$ cat config.mk
export PLATFORM = sky130hd
export DESIGN_NAME = tcp_listener_echo_step_flat
export DESIGN_NICKNAME = d
export VERILOG_FILES = /design/src/hdl/tle_pkg.sv /design/src/hdl/tle_stream_if.sv /design/src/hdl/tle_decide.sv /design/src/hdl/tcp_listener_echo_step.sv /design/src/flat_wrapper.sv
export VERILOG_INCLUDE_DIRS = /design/src /design/src/hdl
export SDC_FILE = /design/constraint.sdc
export NUM_CORES = 1
export LEC_CHECK = 0
export ABC_AREA = 0
export BUFFER_PORTS_ARGS = -buffer_cell sky130_fd_sc_hd__buf_2
export CAP_MARGIN = 0
export CORE_UTILIZATION = 45
export DETAILED_ROUTE_END_ITERATION = 8
export PLACE_DENSITY = 0.67
export REMOVE_ABC_BUFFERS = 1
export SETUP_SLACK_MARGIN = 0.5
export SYNTH_ARGS = -nofsm -noshare
export SYNTH_HDL_FRONTEND = slang
export SYNTH_HIERARCHICAL = 1
export SYNTH_SLANG_ARGS = --single-unit
$ cat constraint.sdc
create_clock -name clk_i -period 16.5 [get_ports clk_i]
set_input_delay 1.65 -clock clk_i [delete_from_list [all_inputs] [get_ports clk_i]]
set_output_delay 1.65 -clock clk_i [all_outputs]
set_load 0.01 [all_outputs]
$ cat src/hdl/tcp_listener_echo_step_macros.svh
// assertion helpers used by the rtl
`ifndef TCP_LISTENER_ECHO_STEP_MACROS_SVH
`define TCP_LISTENER_ECHO_STEP_MACROS_SVH

// condition implies consequence in the same cycle
`define TLE_ASSERT_NOW(lbl, ante, cons, msg) \
  lbl: assert property (@(posedge clk_i) disable iff (!rst_ni) \
    (ante) |-> (cons)) else $error(msg);

// condition implies consequence in the next cycle
`define TLE_ASSERT_NEXT(lbl, ante, cons, msg) \
  lbl: assert property (@(posedge clk_i) disable iff (!rst_ni) \
    (ante) |=> (cons)) else $error(msg);

`endif

$ cat src/hdl/tle_pkg.sv
package tle_pkg;

  // result kinds
  typedef enum logic [1:0] {
    KIND_SEND   = 2'd0,
    KIND_OPENED = 2'd1,
    KIND_CLOSED = 2'd2,
    KIND_DATA   = 2'd3
  } kind_e;

  // register indexes
  localparam int unsigned CfgIdxW = 1;
  localparam logic [CfgIdxW-1:0] CFG_LISTEN_PORT = 1'd0;
  localparam logic [CfgIdxW-1:0] CFG_INIT_SEQ    = 1'd1;
  localparam int unsigned CfgDataW = 32;

  // register reset values
  localparam logic [15:0] ListenPortRst = 16'd1234;
  localparam logic [31:0] InitSeqRst    = 32'h0000_1000;

  // tcp flag bits and reply flag codes
  localparam logic [7:0] FLAG_FIN     = 8'h01;
  localparam logic [7:0] FLAG_SYN     = 8'h02;
  localparam logic [7:0] FLAG_ACK     = 8'h10;
  localparam logic [7:0] FLAGS_RST    = 8'h04;
  localparam logic [7:0] FLAGS_SYNACK = 8'h12;
  localparam logic [7:0] FLAGS_FINACK = 8'h11;
  localparam logic [7:0] FLAGS_PSHACK = 8'h18;

  localparam logic [15:0] MinHdrBytes  = 16'd20;
  localparam logic [15:0] MaxEchoBytes = 16'd512;

  typedef struct packed {
    logic [15:0] segment_length;
    logic [3:0]  data_offset;
    logic [15:0] source_port;
    logic [15:0] dest_port;
    logic [31:0] seq_number;
    logic [31:0] ack_number;
    logic [7:0]  tcp_flags;
    logic [31:0] peer_address;
  } seg_t;

  typedef struct packed {
    kind_e       kind;
    logic [15:0] sport;
    logic [15:0] dport;
    logic [31:0] seq;
    logic [31:0] ack;
    logic [7:0]  flags;
    logic [31:0] peer;
    logic [15:0] length;
    logic        last;
  } res_t;

  typedef struct packed {
    logic        connected;
    logic [31:0] own_next_seq;
  } conn_t;

endpackage

$ cat src/hdl/tle_stream_if.sv
// segment header channel
interface tle_seg_if;
  logic        valid;
  logic        ready;
  logic [15:0] segment_length;
  logic [3:0]  data_offset;
  logic [15:0] source_port;
  logic [15:0] dest_port;
  logic [31:0] seq_number;
  logic [31:0] ack_number;
  logic [7:0]  tcp_flags;
  logic [31:0] peer_address;

  modport source (
    output valid, segment_length, data_offset, source_port, dest_port,
           seq_number, ack_number, tcp_flags, peer_address,
    input  ready
  );
  modport sink (
    input  valid, segment_length, data_offset, source_port, dest_port,
           seq_number, ack_number, tcp_flags, peer_address,
    output ready
  );
endinterface

// result channel
interface tle_res_if;
  logic        valid;
  logic        ready;
  logic [1:0]  result_kind;
  logic [15:0] out_source_port;
  logic [15:0] out_dest_port;
  logic [31:0] out_seq;
  logic [31:0] out_ack;
  logic [7:0]  out_flags;
  logic [31:0] out_peer;
  logic [15:0] out_length;
  logic        last;

  modport source (
    output valid, result_kind, out_source_port, out_dest_port, out_seq, out_ack,
           out_flags, out_peer, out_length, last,
    input  ready
  );
  modport sink (
    input  valid, result_kind, out_source_port, out_dest_port, out_seq, out_ack,
           out_flags, out_peer, out_length, last,
    output ready
  );
endinterface

$ cat src/hdl/tle_decide.sv
module tle_decide import tle_pkg::*; #(
  parameter logic [15:0] EchoLimit = MaxEchoBytes
) (
  input  seg_t        seg_i,
  input  conn_t       conn_i,
  input  logic [15:0] listen_port_i,
  input  logic [31:0] init_seq_i,
  output logic [1:0]  n_o,
  output res_t        res0_o,
  output res_t        res1_o,
  output conn_t       conn_o
);

  logic [5:0]  hdr_len;
  logic [15:0] hdr_len_w;
  logic [15:0] pay_len;
  logic [15:0] echo_len;
  logic        malformed;
  logic [31:0] seq_plus1;
  logic [31:0] seq_plus_pay;
  logic [31:0] own_syn;
  logic        is_syn;
  logic        ack_match;
  res_t        ev;
  res_t        seg;

  // header checks and payload length
  assign hdr_len   = {seg_i.data_offset, 2'b00};
  assign hdr_len_w = {10'd0, hdr_len};
  assign malformed = (seg_i.segment_length < MinHdrBytes) || (hdr_len_w < MinHdrBytes) ||
                     (seg_i.segment_length < hdr_len_w);
  assign pay_len   = seg_i.segment_length - hdr_len_w;
  assign echo_len  = (pay_len > EchoLimit) ? EchoLimit : pay_len;

  assign seq_plus1    = seg_i.seq_number + 32'd1;
  assign seq_plus_pay = seg_i.seq_number + {16'd0, pay_len};

  // own sequence as seen after an optional syn-ack
  assign is_syn    = (seg_i.tcp_flags & FLAG_SYN) != 8'd0;
  assign own_syn   = is_syn ? init_seq_i + 32'd1 : conn_i.own_next_seq;
  assign ack_match = ((seg_i.tcp_flags & FLAG_ACK) != 8'd0) &&
                     (seg_i.ack_number == own_syn);

  // templates: event and segment from the listening port to the peer
  always_comb begin
    ev        = '0;
    ev.kind   = KIND_OPENED;
    ev.sport  = listen_port_i;
    ev.dport  = seg_i.source_port;
    ev.peer   = seg_i.peer_address;
    seg       = ev;
    seg.kind  = KIND_SEND;
  end

  // protocol decision
  always_comb begin
    n_o    = 2'd0;
    res0_o = seg;
    res1_o = ev;
    conn_o = conn_i;
    if (!malformed) begin
      if (!conn_i.connected) begin
        if (seg_i.dest_port != listen_port_i) begin
          // reset to a closed port, ports swapped
          n_o          = 2'd1;
          res0_o.sport = seg_i.dest_port;
          res0_o.seq   = '0;
          res0_o.ack   = seq_plus1;
          res0_o.flags = FLAGS_RST;
        end else begin
          conn_o.own_next_seq = own_syn;
          if (ack_match) begin
            conn_o.connected = 1'b1;
          end
          if (is_syn) begin
            res0_o.seq   = init_seq_i;
            res0_o.ack   = seq_plus1;
            res0_o.flags = FLAGS_SYNACK;
            res1_o.kind  = KIND_OPENED;
            n_o          = ack_match ? 2'd2 : 2'd1;
          end else if (ack_match) begin
            res0_o      = ev;
            res0_o.kind = KIND_OPENED;
            n_o         = 2'd1;
          end
        end
      end else if ((seg_i.tcp_flags & FLAG_FIN) != 8'd0) begin
        // fin-ack then closed event
        n_o                 = 2'd2;
        res0_o.seq          = conn_i.own_next_seq;
        res0_o.ack          = seq_plus1;
        res0_o.flags        = FLAGS_FINACK;
        res1_o.kind         = KIND_CLOSED;
        conn_o.connected    = 1'b0;
        conn_o.own_next_seq = conn_i.own_next_seq + 32'd1;
      end else if (pay_len != 16'd0) begin
        // data event then echo
        n_o                 = 2'd2;
        res0_o              = ev;
        res0_o.kind         = KIND_DATA;
        res0_o.length       = pay_len;
        res1_o              = seg;
        res1_o.seq          = conn_i.own_next_seq;
        res1_o.ack          = seq_plus_pay;
        res1_o.flags        = FLAGS_PSHACK;
        res1_o.length       = echo_len;
        conn_o.own_next_seq = conn_i.own_next_seq + {16'd0, pay_len};
      end
    end
    res0_o.last = (n_o == 2'd1);
    res1_o.last = 1'b1;
  end

endmodule

$ cat src/hdl/tcp_listener_echo_step.sv
// Passive single-connection tcp endpoint with echo. Each segment header is
// taken into an input register, decided there, and its zero to two results
// land in a two-entry result buffer that drains one result per cycle while
// the result port is ready. A header enters in any cycle in which the previous
// one has moved on, so with a ready port items with one result run at one
// per cycle, while one with two results holds the next back until its second
// result is taken, set by the single result port. The first result is offered
// once the item moves into the buffer when it has room. Echo length is clamped
// to EchoLimit bytes. Configuration writes (listen port at index 0, initial
// sequence at index 1) take effect at once.
`include "tcp_listener_echo_step_macros.svh"

module tcp_listener_echo_step import tle_pkg::*; #(
  parameter logic [15:0] EchoLimit = MaxEchoBytes
) (
  input  logic                clk_i,
  input  logic                rst_ni,
  tle_seg_if.sink             seg_i,
  tle_res_if.source           res_o,
  input  logic                cfg_we_i,
  input  logic [CfgIdxW-1:0]  cfg_idx_i,
  input  logic [CfgDataW-1:0] cfg_data_i
);

  logic        in_vld_q;
  seg_t        in_q;
  logic [1:0]  cnt_q, cnt_d;
  res_t        res_q [2];
  res_t        res_d [2];
  conn_t       conn_q;
  logic [15:0] listen_port_q;
  logic [31:0] init_seq_q;

  logic [1:0]  dec_n;
  res_t        dec_r0, dec_r1;
  conn_t       dec_conn;
  logic        seg_take, out_take, buf_free, adv;

  // decision on the registered header
  tle_decide #(
    .EchoLimit (EchoLimit)
  ) u_decide (
    .seg_i         (in_q),
    .conn_i        (conn_q),
    .listen_port_i (listen_port_q),
    .init_seq_i    (init_seq_q),
    .n_o           (dec_n),
    .res0_o        (dec_r0),
    .res1_o        (dec_r1),
    .conn_o        (dec_conn)
  );

  // handshakes
  assign out_take    = res_o.valid && res_o.ready;
  assign buf_free    = (cnt_q == 2'd0) || ((cnt_q == 2'd1) && out_take);
  assign adv         = in_vld_q && (buf_free || (dec_n == 2'd0));
  assign seg_i.ready = !in_vld_q || adv;
  assign seg_take    = seg_i.valid && seg_i.ready;

  // result buffer next state
  always_comb begin
    cnt_d    = cnt_q;
    res_d[0] = res_q[0];
    res_d[1] = res_q[1];
    if (adv && (dec_n != 2'd0)) begin
      cnt_d    = dec_n;
      res_d[0] = dec_r0;
      res_d[1] = dec_r1;
    end else if (out_take) begin
      cnt_d    = cnt_q - 2'd1;
      res_d[0] = res_q[1];
    end
  end

  // control state and configuration
  always_ff @(posedge clk_i or negedge rst_ni) begin
    if (!rst_ni) begin
      in_vld_q      <= 1'b0;
      cnt_q         <= 2'd0;
      conn_q        <= '0;
      listen_port_q <= ListenPortRst;
      init_seq_q    <= InitSeqRst;
    end else begin
      if (seg_take) begin
        in_vld_q <= 1'b1;
      end else if (adv) begin
        in_vld_q <= 1'b0;
      end
      cnt_q <= cnt_d;
      if (adv) begin
        conn_q <= dec_conn;
      end
      if (cfg_we_i) begin
        case (cfg_idx_i)
          CFG_LISTEN_PORT: listen_port_q <= cfg_data_i[15:0];
          CFG_INIT_SEQ:    init_seq_q    <= cfg_data_i[31:0];
          default: ;
        endcase
      end
    end
  end

  // payload registers
  always_ff @(posedge clk_i) begin
    if (seg_take) begin
      in_q.segment_length <= seg_i.segment_length;
      in_q.data_offset    <= seg_i.data_offset;
      in_q.source_port    <= seg_i.source_port;
      in_q.dest_port      <= seg_i.dest_port;
      in_q.seq_number     <= seg_i.seq_number;
      in_q.ack_number     <= seg_i.ack_number;
      in_q.tcp_flags      <= seg_i.tcp_flags;
      in_q.peer_address   <= seg_i.peer_address;
    end
    res_q[0] <= res_d[0];
    res_q[1] <= res_d[1];
  end

  // result port
  assign res_o.valid           = (cnt_q != 2'd0);
  assign res_o.result_kind     = res_q[0].kind;
  assign res_o.out_source_port = res_q[0].sport;
  assign res_o.out_dest_port   = res_q[0].dport;
  assign res_o.out_seq         = res_q[0].seq;
  assign res_o.out_ack         = res_q[0].ack;
  assign res_o.out_flags       = res_q[0].flags;
  assign res_o.out_peer        = res_q[0].peer;
  assign res_o.out_length      = res_q[0].length;
  assign res_o.last            = res_q[0].last;

  // checks
  `TLE_ASSERT_NOW(a_buf_cnt, 1'b1, cnt_q != 2'd3, "result buffer overfilled")
  `TLE_ASSERT_NOW(a_first_of_pair, cnt_q == 2'd2, !res_q[0].last, "last set on first of pair")
  `TLE_ASSERT_NEXT(a_pair_drain, (cnt_q == 2'd2) && out_take,
                   (cnt_q == 2'd1) && res_q[0].last, "pair did not drain to its last result")
  `TLE_ASSERT_NOW(a_open_state, res_o.valid && (res_o.result_kind == KIND_OPENED),
                  conn_q.connected, "opened event without connection")

endmodule
$ cat src/flat_wrapper.sv
// flat-port wrapper written by rule: the top's interface ports become plain ports
module tcp_listener_echo_step_flat import tle_pkg::*;
#(
  parameter logic [15:0] EchoLimit = MaxEchoBytes
)
  (clk_i, rst_ni, cfg_we_i, cfg_idx_i, cfg_data_i, seg_i_valid, seg_i_segment_length, seg_i_data_offset, seg_i_source_port, seg_i_dest_port, seg_i_seq_number, seg_i_ack_number, seg_i_tcp_flags, seg_i_peer_address, seg_i_ready, res_o_valid, res_o_result_kind, res_o_out_source_port, res_o_out_dest_port, res_o_out_seq, res_o_out_ack, res_o_out_flags, res_o_out_peer, res_o_out_length, res_o_last, res_o_ready);
  tle_seg_if seg_i_i ();
  tle_res_if res_o_i ();
  input  logic clk_i;
  input  logic rst_ni;
  input  logic cfg_we_i;
  input  logic [CfgIdxW-1:0] cfg_idx_i;
  input  logic [CfgDataW-1:0] cfg_data_i;
  input wire logic [$bits(seg_i_i.valid)-1:0] seg_i_valid;
  input wire logic [$bits(seg_i_i.segment_length)-1:0] seg_i_segment_length;
  input wire logic [$bits(seg_i_i.data_offset)-1:0] seg_i_data_offset;
  input wire logic [$bits(seg_i_i.source_port)-1:0] seg_i_source_port;
  input wire logic [$bits(seg_i_i.dest_port)-1:0] seg_i_dest_port;
  input wire logic [$bits(seg_i_i.seq_number)-1:0] seg_i_seq_number;
  input wire logic [$bits(seg_i_i.ack_number)-1:0] seg_i_ack_number;
  input wire logic [$bits(seg_i_i.tcp_flags)-1:0] seg_i_tcp_flags;
  input wire logic [$bits(seg_i_i.peer_address)-1:0] seg_i_peer_address;
  output wire logic [$bits(seg_i_i.ready)-1:0] seg_i_ready;
  output wire logic [$bits(res_o_i.valid)-1:0] res_o_valid;
  output wire logic [$bits(res_o_i.result_kind)-1:0] res_o_result_kind;
  output wire logic [$bits(res_o_i.out_source_port)-1:0] res_o_out_source_port;
  output wire logic [$bits(res_o_i.out_dest_port)-1:0] res_o_out_dest_port;
  output wire logic [$bits(res_o_i.out_seq)-1:0] res_o_out_seq;
  output wire logic [$bits(res_o_i.out_ack)-1:0] res_o_out_ack;
  output wire logic [$bits(res_o_i.out_flags)-1:0] res_o_out_flags;
  output wire logic [$bits(res_o_i.out_peer)-1:0] res_o_out_peer;
  output wire logic [$bits(res_o_i.out_length)-1:0] res_o_out_length;
  output wire logic [$bits(res_o_i.last)-1:0] res_o_last;
  input wire logic [$bits(res_o_i.ready)-1:0] res_o_ready;
  assign seg_i_i.valid = seg_i_valid;
  assign seg_i_i.segment_length = seg_i_segment_length;
  assign seg_i_i.data_offset = seg_i_data_offset;
  assign seg_i_i.source_port = seg_i_source_port;
  assign seg_i_i.dest_port = seg_i_dest_port;
  assign seg_i_i.seq_number = seg_i_seq_number;
  assign seg_i_i.ack_number = seg_i_ack_number;
  assign seg_i_i.tcp_flags = seg_i_tcp_flags;
  assign seg_i_i.peer_address = seg_i_peer_address;
  assign seg_i_ready = seg_i_i.ready;
  assign res_o_valid = res_o_i.valid;
  assign res_o_result_kind = res_o_i.result_kind;
  assign res_o_out_source_port = res_o_i.out_source_port;
  assign res_o_out_dest_port = res_o_i.out_dest_port;
  assign res_o_out_seq = res_o_i.out_seq;
  assign res_o_out_ack = res_o_i.out_ack;
  assign res_o_out_flags = res_o_i.out_flags;
  assign res_o_out_peer = res_o_i.out_peer;
  assign res_o_out_length = res_o_i.out_length;
  assign res_o_last = res_o_i.last;
  assign res_o_i.ready = res_o_ready;
  tcp_listener_echo_step #(.EchoLimit(EchoLimit)) u_core (.clk_i(clk_i), .rst_ni(rst_ni), .seg_i(seg_i_i), .res_o(res_o_i), .cfg_we_i(cfg_we_i), .cfg_idx_i(cfg_idx_i), .cfg_data_i(cfg_data_i));
endmodule
==> results of run 1 <==
-- stage by stage --
stage / setup WS, ns / cell area, sq um / power [mW] / hold WS (ns) / util [%]
after floorplan: 1.13 / 26700 / 3.01 / 0.427 / -
after global placement: 9.04 / 29800 / 3.26 / 0.434 / 46.0
after detailed placement: 8.90 / 29800 / 3.30 / 0.437 / 46.0
after CTS: 8.60 / 31600 / 4.54 / 0.443 / 48.8
after global routing: 8.26 / 31600 / 4.70 / 0.458 / 48.8
final: 8.42 / 31600 / 4.50 / 0.448 / 48.8
-- state kept, by name, indices dropped and copies added, names as in the netlist --
register              cells
u_core/conn_q            33
u_core/cnt_q              2
u_core/in_q             151
u_core/listen_port_q     16
u_core/res_q            310
u_core/in_vld_q           1
u_core/init_seq_q        32
-- power groups by stage --
| stage | sequential, mW | combinational [mW] | clock [mW] |
|---|---|---|---|
| 6_report | 2.07 | 1.19 | 1.23 |
| 2_1_floorplan | 2.21 | 0.798 | 0 |
| 3_5_place_dp | 2.10 | 1.19 | 0 |
| 4_1_cts | 2.08 | 1.20 | 1.26 |
| 5_1_grt | 2.10 | 1.28 | 1.31 |
| 3_3_place_gp | 2.09 | 1.17 | 0 |
-- worst min-delay path by stage --
stage	slack (ns)	to	cells after the start
3_3_place_gp	0.43	u_core/res_q[0][186]$_DFFE_PP_	0
3_5_place_dp	0.44	u_core/res_q[0][182]$_DFFE_PP_	0
6_report	0.45	u_core/res_q[0][182]$_DFFE_PP_	0
2_1_floorplan	0.43	u_core/res_q[0][172]$_DFFE_PP_	0
5_1_grt	0.46	u_core/res_q[0][279]$_DFFE_PP_	0
4_1_cts	0.44	u_core/res_q[0][279]$_DFFE_PP_	0
-- worst max-delay path: cells and delay by family, from the launching register on --
kind            cells  cell delay (ns)
simple gates        6             2.54
fa+ha+maj           2             0.77
compound gates      4             1.47
xor+xnor            1             0.22
flops               1             0.56
buf+inv             2             0.22
-- area by class of cell --
class | instances | area [sq um] | area share (%)
timing repair buffer | 368 | 1910 | 6.06
multi-input combinational | 1354 | 10700 | 33.8
clock inverter | 22 | 188 | 0.595
tap | 855 | 1070 | 3.39
clock buffer | 83 | 1610 | 5.09
sequential | 545 | 16000 | 50.5
inverter | 46 | 173 | 0.547
-- placed cells by master (no fill, tap or decap), types with 7 or more instances in the layout --
cell type and instances:
mux2_2 108, edfxtp_1 461, o21a_1 12, ha_1 46, clkinv_1 10, nand3_1 53, a21oi_1 83, nand2b_1 11
nor3_1 21, a31oi_1 18, inv_1 44, and4_1 17, dfrtp_1 78, a22o_1 32, a21o_1 17, o221ai_1 8
nand4_1 35, a211oi_1 14, xnor2_1 91, conb_1 17, o21ai_0 30, o211ai_1 9, buf_4 23, and2_1 39
buf_2 344, mux2_4 139, clkbuf_1 19, or3_1 8, nand2_1 86, mux2i_1 11, and3_1 26, nor4_1 19
o22ai_1 32, nor2b_1 7, nor2_1 168, clkbuf_16 58, xor2_1 85
-- metal layers --
metal	track usage [%]	part of all wire [%]	vias up
li1	-	-	8319
met1	27.2	42	8860
met2	35.3	49	608
met3	2.99	5.7	119
met4	6.39	2.8	0
met5	0	0	-
==> impl_metrics.py, run 1 <==
metrics = {
    "clock_network": {
        "cts_tree": "built",
        "clkSlewWorstSetupHoldPaths_ns": 0.06,
        "ctsResizeCount": 0,
        "numCtsBuffers": 57,
        "root_buffer": "clkbuf_16",
        "cts_hold_buf": 0,
        "post_cts_buffers": 0,
        "cts_max_level": 2,
        "cts.sink_count": 545,
        "cts_buffer_depth": 3,
        "clk_latency_ns": 0.65,
    },
    "detailed_routing": {
        "routed_wl_um": 71000,
        "vias": 17900,
        "post_drt_wl_per_cell_um": 21.7,
        "via_per_inst": 5.47,
        "dr.first_iter.drc_count": 1497,
        "antenna_left": 0,
        "drc": 0,
        "drtPass1Iterations": 7,
    },
    "sta": {
        "fmax_mhz": 124,
        "fin_worst_skew_ns": 0.0688,
        "final-hold-violation-count": 0,
        "final.min_clock_period_ns": 8.08,
        "finalSetupTns_ns": 0,
        "maxSlewViolCount": 0,
        "relSlewSlack_pct": 11.8,
        "period_share_pct": 49.0,
        "setup_viol": 0,
        "worst_pin_slew_ns": 1.31,
        "rsz0062_at_grt": "no",
    },
    "grt": {
        "grt_max_degree": 137,
        "grt.total_usage_pct": 20.7,
        "grt_pass1_wl_um": 107000,
        "overflow": 0,
        "antenna_found_initial": 0,
        "grt_pass1_vias": 17800,
    },
    "floorplanning": {
        "die_area_sq_mm": 0.0667,
        "initial_utilization_pct": 45.7,
        "fp.coreArea_sq_mm": 0.0647,
        "die_width_um": 258,
        "fp.dieH_um": 258,
        "row_count": 93,
        "num_io_pins": 351,
    },
    "power": {
        "ir_drop_mv": 0.0910,
        "internal_power_mw": 3.13,
        "power.leakage_nw": 12.2,
        "p_switching_mw": 1.37,
        "p_clk_share_pct": 27.4,
        "p_per_area_mw_per_mm2": 142,
        "seq_power_share_pct": 46.1,
        "swShare_pct": 30.4,
        "p_comb_share_pct": 26.5,
    },
    "outcome": {
        "status": "complete, no violations",
    },
    "synth": {
        "yosysWarnings": 6,
        "synthesis.area_sq_mm": 0.0296,
        "syn-instance-count": 2338,
        "synth.avg_cell_area_sq_um": 12.6,
    },
    "worst_setup_path": {
        "arrival_ns": 6.43,
        "crit_type": "reg -> out",
        "startpoint": "u_core/init_seq_q[0]$_DFFE_PN0P_",
        "slowest_stage": "nor4_1",
        "r2r_slack_ns": 8.68,
        "crit_required_ns": 14.85,
        "cp-end-kind": "output pin",
        "worst-r2r-cell-count": 16,
        "rr_startpoint": "u_core/init_seq_q[0]$_DFFE_PN0P_",
        "crit_chain": "ha_1, and4_1, nand3_1, nor4_1, nand2_1, xor2_1, a211oi_1, a31oi_1, nor4_2, ha_1, a211oi_1, o21ai_2, nor2_1, inv_1, buf_2",
        "slowest_delay_ns": 1.02,
        "start_kind": "register",
        "crit-reg2reg-capture": "u_core/res_q[0][151]$_DFFE_PP_",
        "crit_fanout": 8,
        "endpoint": "seg_i_ready",
    },
    "layout": {
        "diodes": 0,
        "fin_nets": 2615,
        "drive_gt1_share_pct": 30.1,
        "nFillCells": 5710,
        "area.growth.synth_to_final_pct": 6.74,
        "layout.cells.non_filler": 3273,
    },
    "hold_path": {
        "min_from": "u_core/in_q[10]$_DFFE_PP_",
        "min_path_type": "reg -> reg",
    },
    "place": {
        "gp_congestion": 0.907,
        "place_inst": 3168,
        "dpl.hpwl_um": 49100,
        "portBuffers": 345,
    },
    "job": {
        "cap_violations": 0,
    },
}
No activity file was read; power rests on OpenSTA's default activity.
==> run 2: changes to the inputs <==
--- a/config.mk
+++ b/config.mk
@@ -11,7 +11,6 @@
 export CAP_MARGIN = 0
 export CORE_UTILIZATION = 45
 export DETAILED_ROUTE_END_ITERATION = 8
-export PLACE_DENSITY = 0.67
 export REMOVE_ABC_BUFFERS = 1
 export SETUP_SLACK_MARGIN = 0.5
 export SYNTH_ARGS = -nofsm -noshare
==> constraint.sdc (replaced) <==
create_clock -name clk_i -period 7.85 [get_ports clk_i]
set_input_delay 0.785 -clock clk_i [delete_from_list [all_inputs] [get_ports clk_i]]
set_output_delay 0.785 -clock clk_i [all_outputs]
set_load 0.01 [all_outputs]
==> run 2 against run 1 <==
Critical path depth is the same. First-iteration DRC count shrank 7.3%. Clock power grew 130%. Worst setup slack lost 7.0 ns. Flip-flop and latch count is the same. Count of clock-buffer cells in the layout grew 1. Power grew 120%. Die area is the same. Highest routed layer unchanged.
==> impl_metrics.py, run 2 (synthesis gave the netlist of run 1 again) <==
metrics = {
    "outcome": {
        "status": "complete, no violations",
    },
    "layout": {
        "layout_commonest_cell": "edfxtp_1",
        "largest_register_ffs": 310,
        "area.growth.synth_to_final_pct": 7.69,
        "fin_nets": 2620,
        "drive_gt1_share_pct": 30.5,
        "reg.largest.list": "u_core/res_q x310, u_core/in_q x151, u_core/conn_q x33",
        "nFillCells": 5766,
        "mostFrequentLayoutCells": "edfxtp_1 (461), buf_2 (344), nor2_1 (168), mux2_4 (139), mux2_2 (108)",
        "max_flop_register": "u_core/res_q",
        "layout.cells.non_filler": 3285,
    },
    "grt": {
        "overflow": 0,
        "antenna_found_initial": 2,
        "grt.total_usage_pct": 20.9,
        "grt_pass1_wl_um": 107000,
        "grt_pass1_vias": 17600,
        "grt_max_degree": 92,
    },
    "job": {
        "cap_violations": 0,
    },
    "place": {
        "pre_cts_ws_ns": 1.67,
        "place_inst": 3171,
        "dpl.hpwl_um": 49600,
        "gp_congestion": 0.902,
        "portBuffers": 345,
    },
    "clock_network": {
        "ctsResizeCount": 0,
        "root_buffer": "clkbuf_16",
        "clkSlewWorstSetupHoldPaths_ns": 0.06,
        "cts_buffer_depth": 3,
        "cts_hold_buf": 0,
        "cts_tree": "built",
        "cts_max_level": 2,
        "post_cts_buffers": 0,
        "clk_latency_ns": 0.64,
        "numCtsBuffers": 59,
        "cts.sink_count": 545,
    },
    "power": {
        "ir_drop_mv": 0.173,
        "power.leakage_nw": 12.3,
        "p_per_area_mw_per_mm2": 304,
    },
    "floorplanning": {
        "fp.dieH_um": 258,
        "die_width_um": 258,
        "num_io_pins": 351,
        "fp.coreArea_sq_mm": 0.0647,
        "initial_utilization_pct": 45.7,
        "row_count": 93,
        "die_area_sq_mm": 0.0667,
    },
    "sta": {
        "fin_worst_skew_ns": 0.0301,
        "final-hold-violation-count": 0,
        "setup_ws_ns": 1.38,
        "rsz0062_at_grt": "no",
        "worst_pin_slew_ns": 1.22,
        "fmax_mhz": 155,
        "period_share_pct": 82.4,
        "relSlewSlack_pct": 18.5,
        "maxSlewViolCount": 0,
        "final.min_clock_period_ns": 6.47,
        "setup_viol": 0,
    },
    "detailed_routing": {
        "dr.first_iter.drc_count": 1388,
        "via_per_inst": 5.46,
        "drc": 0,
        "drtPass1Iterations": 8,
        "vias": 17900,
        "antenna_left": 0,
        "post_drt_wl_per_cell_um": 21.8,
        "routed_wl_um": 71600,
    },
    "hold_path": {
        "min_path_type": "in -> async",
    },
    "worst_setup_path": {
        "start_kind": "register",
        "crit_type": "reg -> out",
        "crit_required_ns": 7.07,
        "crit_fanout": 10,
        "arrival_ns": 5.68,
        "cp-end-kind": "output pin",
    },
}
==> run 2: cell count changes in the layout (fill, tap and decap cells not counted), moves of 2 or more <==
| cell | before | now |
|---|---|---|
| buf_4 | 23 | 19 |
| clkinv_4 | 1 | 3 |
| inv_16 | 2 | 0 |
| diode_2 | 0 | 3 |
| clkinv_2 | 6 | 10 |
| clkinv_1 | 10 | 6 |
| buf_12 | 1 | 8 |
| bufinv_16 | 1 | 5 |
==> run 2: final timing paths <==
kind | startpoint | endpoint | slack, ns | cells after the start
setup / recovery | u_core/init_seq_q[4]$_DFFE_PN0P_ | seg_i_ready | 1.38 | 15
hold / removal | rst_ni | u_core/listen_port_q[11]$_DFFE_PN0P_ | 0.17 | 1
setup reg to reg | u_core/init_seq_q[4]$_DFFE_PN0P_ | u_core/res_q[0][131]$_DFFE_PP_ | 1.60 | 15
min in group clk_i | seg_i_peer_address[1] | u_core/in_q[1]$_DFFE_PP_ | 0.32 | 1
hold reg to reg | u_core/in_q[128]$_DFFE_PP_ | u_core/res_q[0][284]$_DFFE_PP_ | 0.45 | 0
max in group asynchronous | rst_ni | u_core/conn_q[9]$_DFFE_PN0P_ | 6.63 | 2
==> run 2: area by class of cell <==
| cell class | count | area [sq um] | share of cell area, % |
|---|---|---|---|
| clock inverter | 27 | 329 | 1.03 |
| tap | 855 | 1070 | 3.36 |
| antenna | 3 | 7.51 | 0.0236 |
| inverter | 46 | 173 | 0.542 |
| multi-input combinational | 1354 | 10700 | 33.5 |
| clock buffer | 84 | 1630 | 5.12 |
| timing repair buffer | 371 | 2020 | 6.36 |
| sequential | 545 | 16000 | 50.1 |
==> run 2: per-layer routing <==
layer | global-route usage, % | share of wire, % | vias to the layer above
met5 | 0 | 0 | -
met2 | 35.1 | 49 | 528
met1 | 28.0 | 43 | 8963
li1 | - | - | 8321
met4 | 7.25 | 2.9 | 0
met3 | 2.52 | 4.7 | 114
==> run 2: per-stage QoR <==
stage / instance area (sq um) / power (mW) / utilization (%) / TNS [ns] / hold WS (ns)
detailed placement: 29900 / 6.96 / 46.2 / 0 / 0.439
global route: 31800 / 10.1 / 49.2 / 0 / 0.171
CTS: 31800 / 9.78 / 49.2 / 0 / 0.137
finish: 31800 / 9.67 / 49.2 / 0 / 0.169
global placement: 29900 / 6.90 / 46.2 / 0 / 0.435
floorplan: 26700 / 6.33 / - / -2136.82 / 0.427
==> run 2: power breakdown <==
group	total [mW]	switching [mW]	internal (mW)	leakage, nW
logic	2.53	1.41	1.12	5.88
clock network	2.78	1.16	1.62	0.952
registers	4.36	0.344	4.01	5.47
==> run 2: critical path, cell delays in order (launching register included) <==
cell	delay, ns
dfrtp_1	0.58
nand4_1	0.42
nor3_1	0.82
nand4_1	0.24
nor2b_1	0.22
a2111oi_0	0.39
and4_1	0.28
a31oi_1	0.14
nor4_2	0.49
ha_1	0.35
a211oi_1	0.26
buf_4	0.22
o21ai_2	0.11
nor2_1	0.29
inv_1	0.07
buf_2	0.16
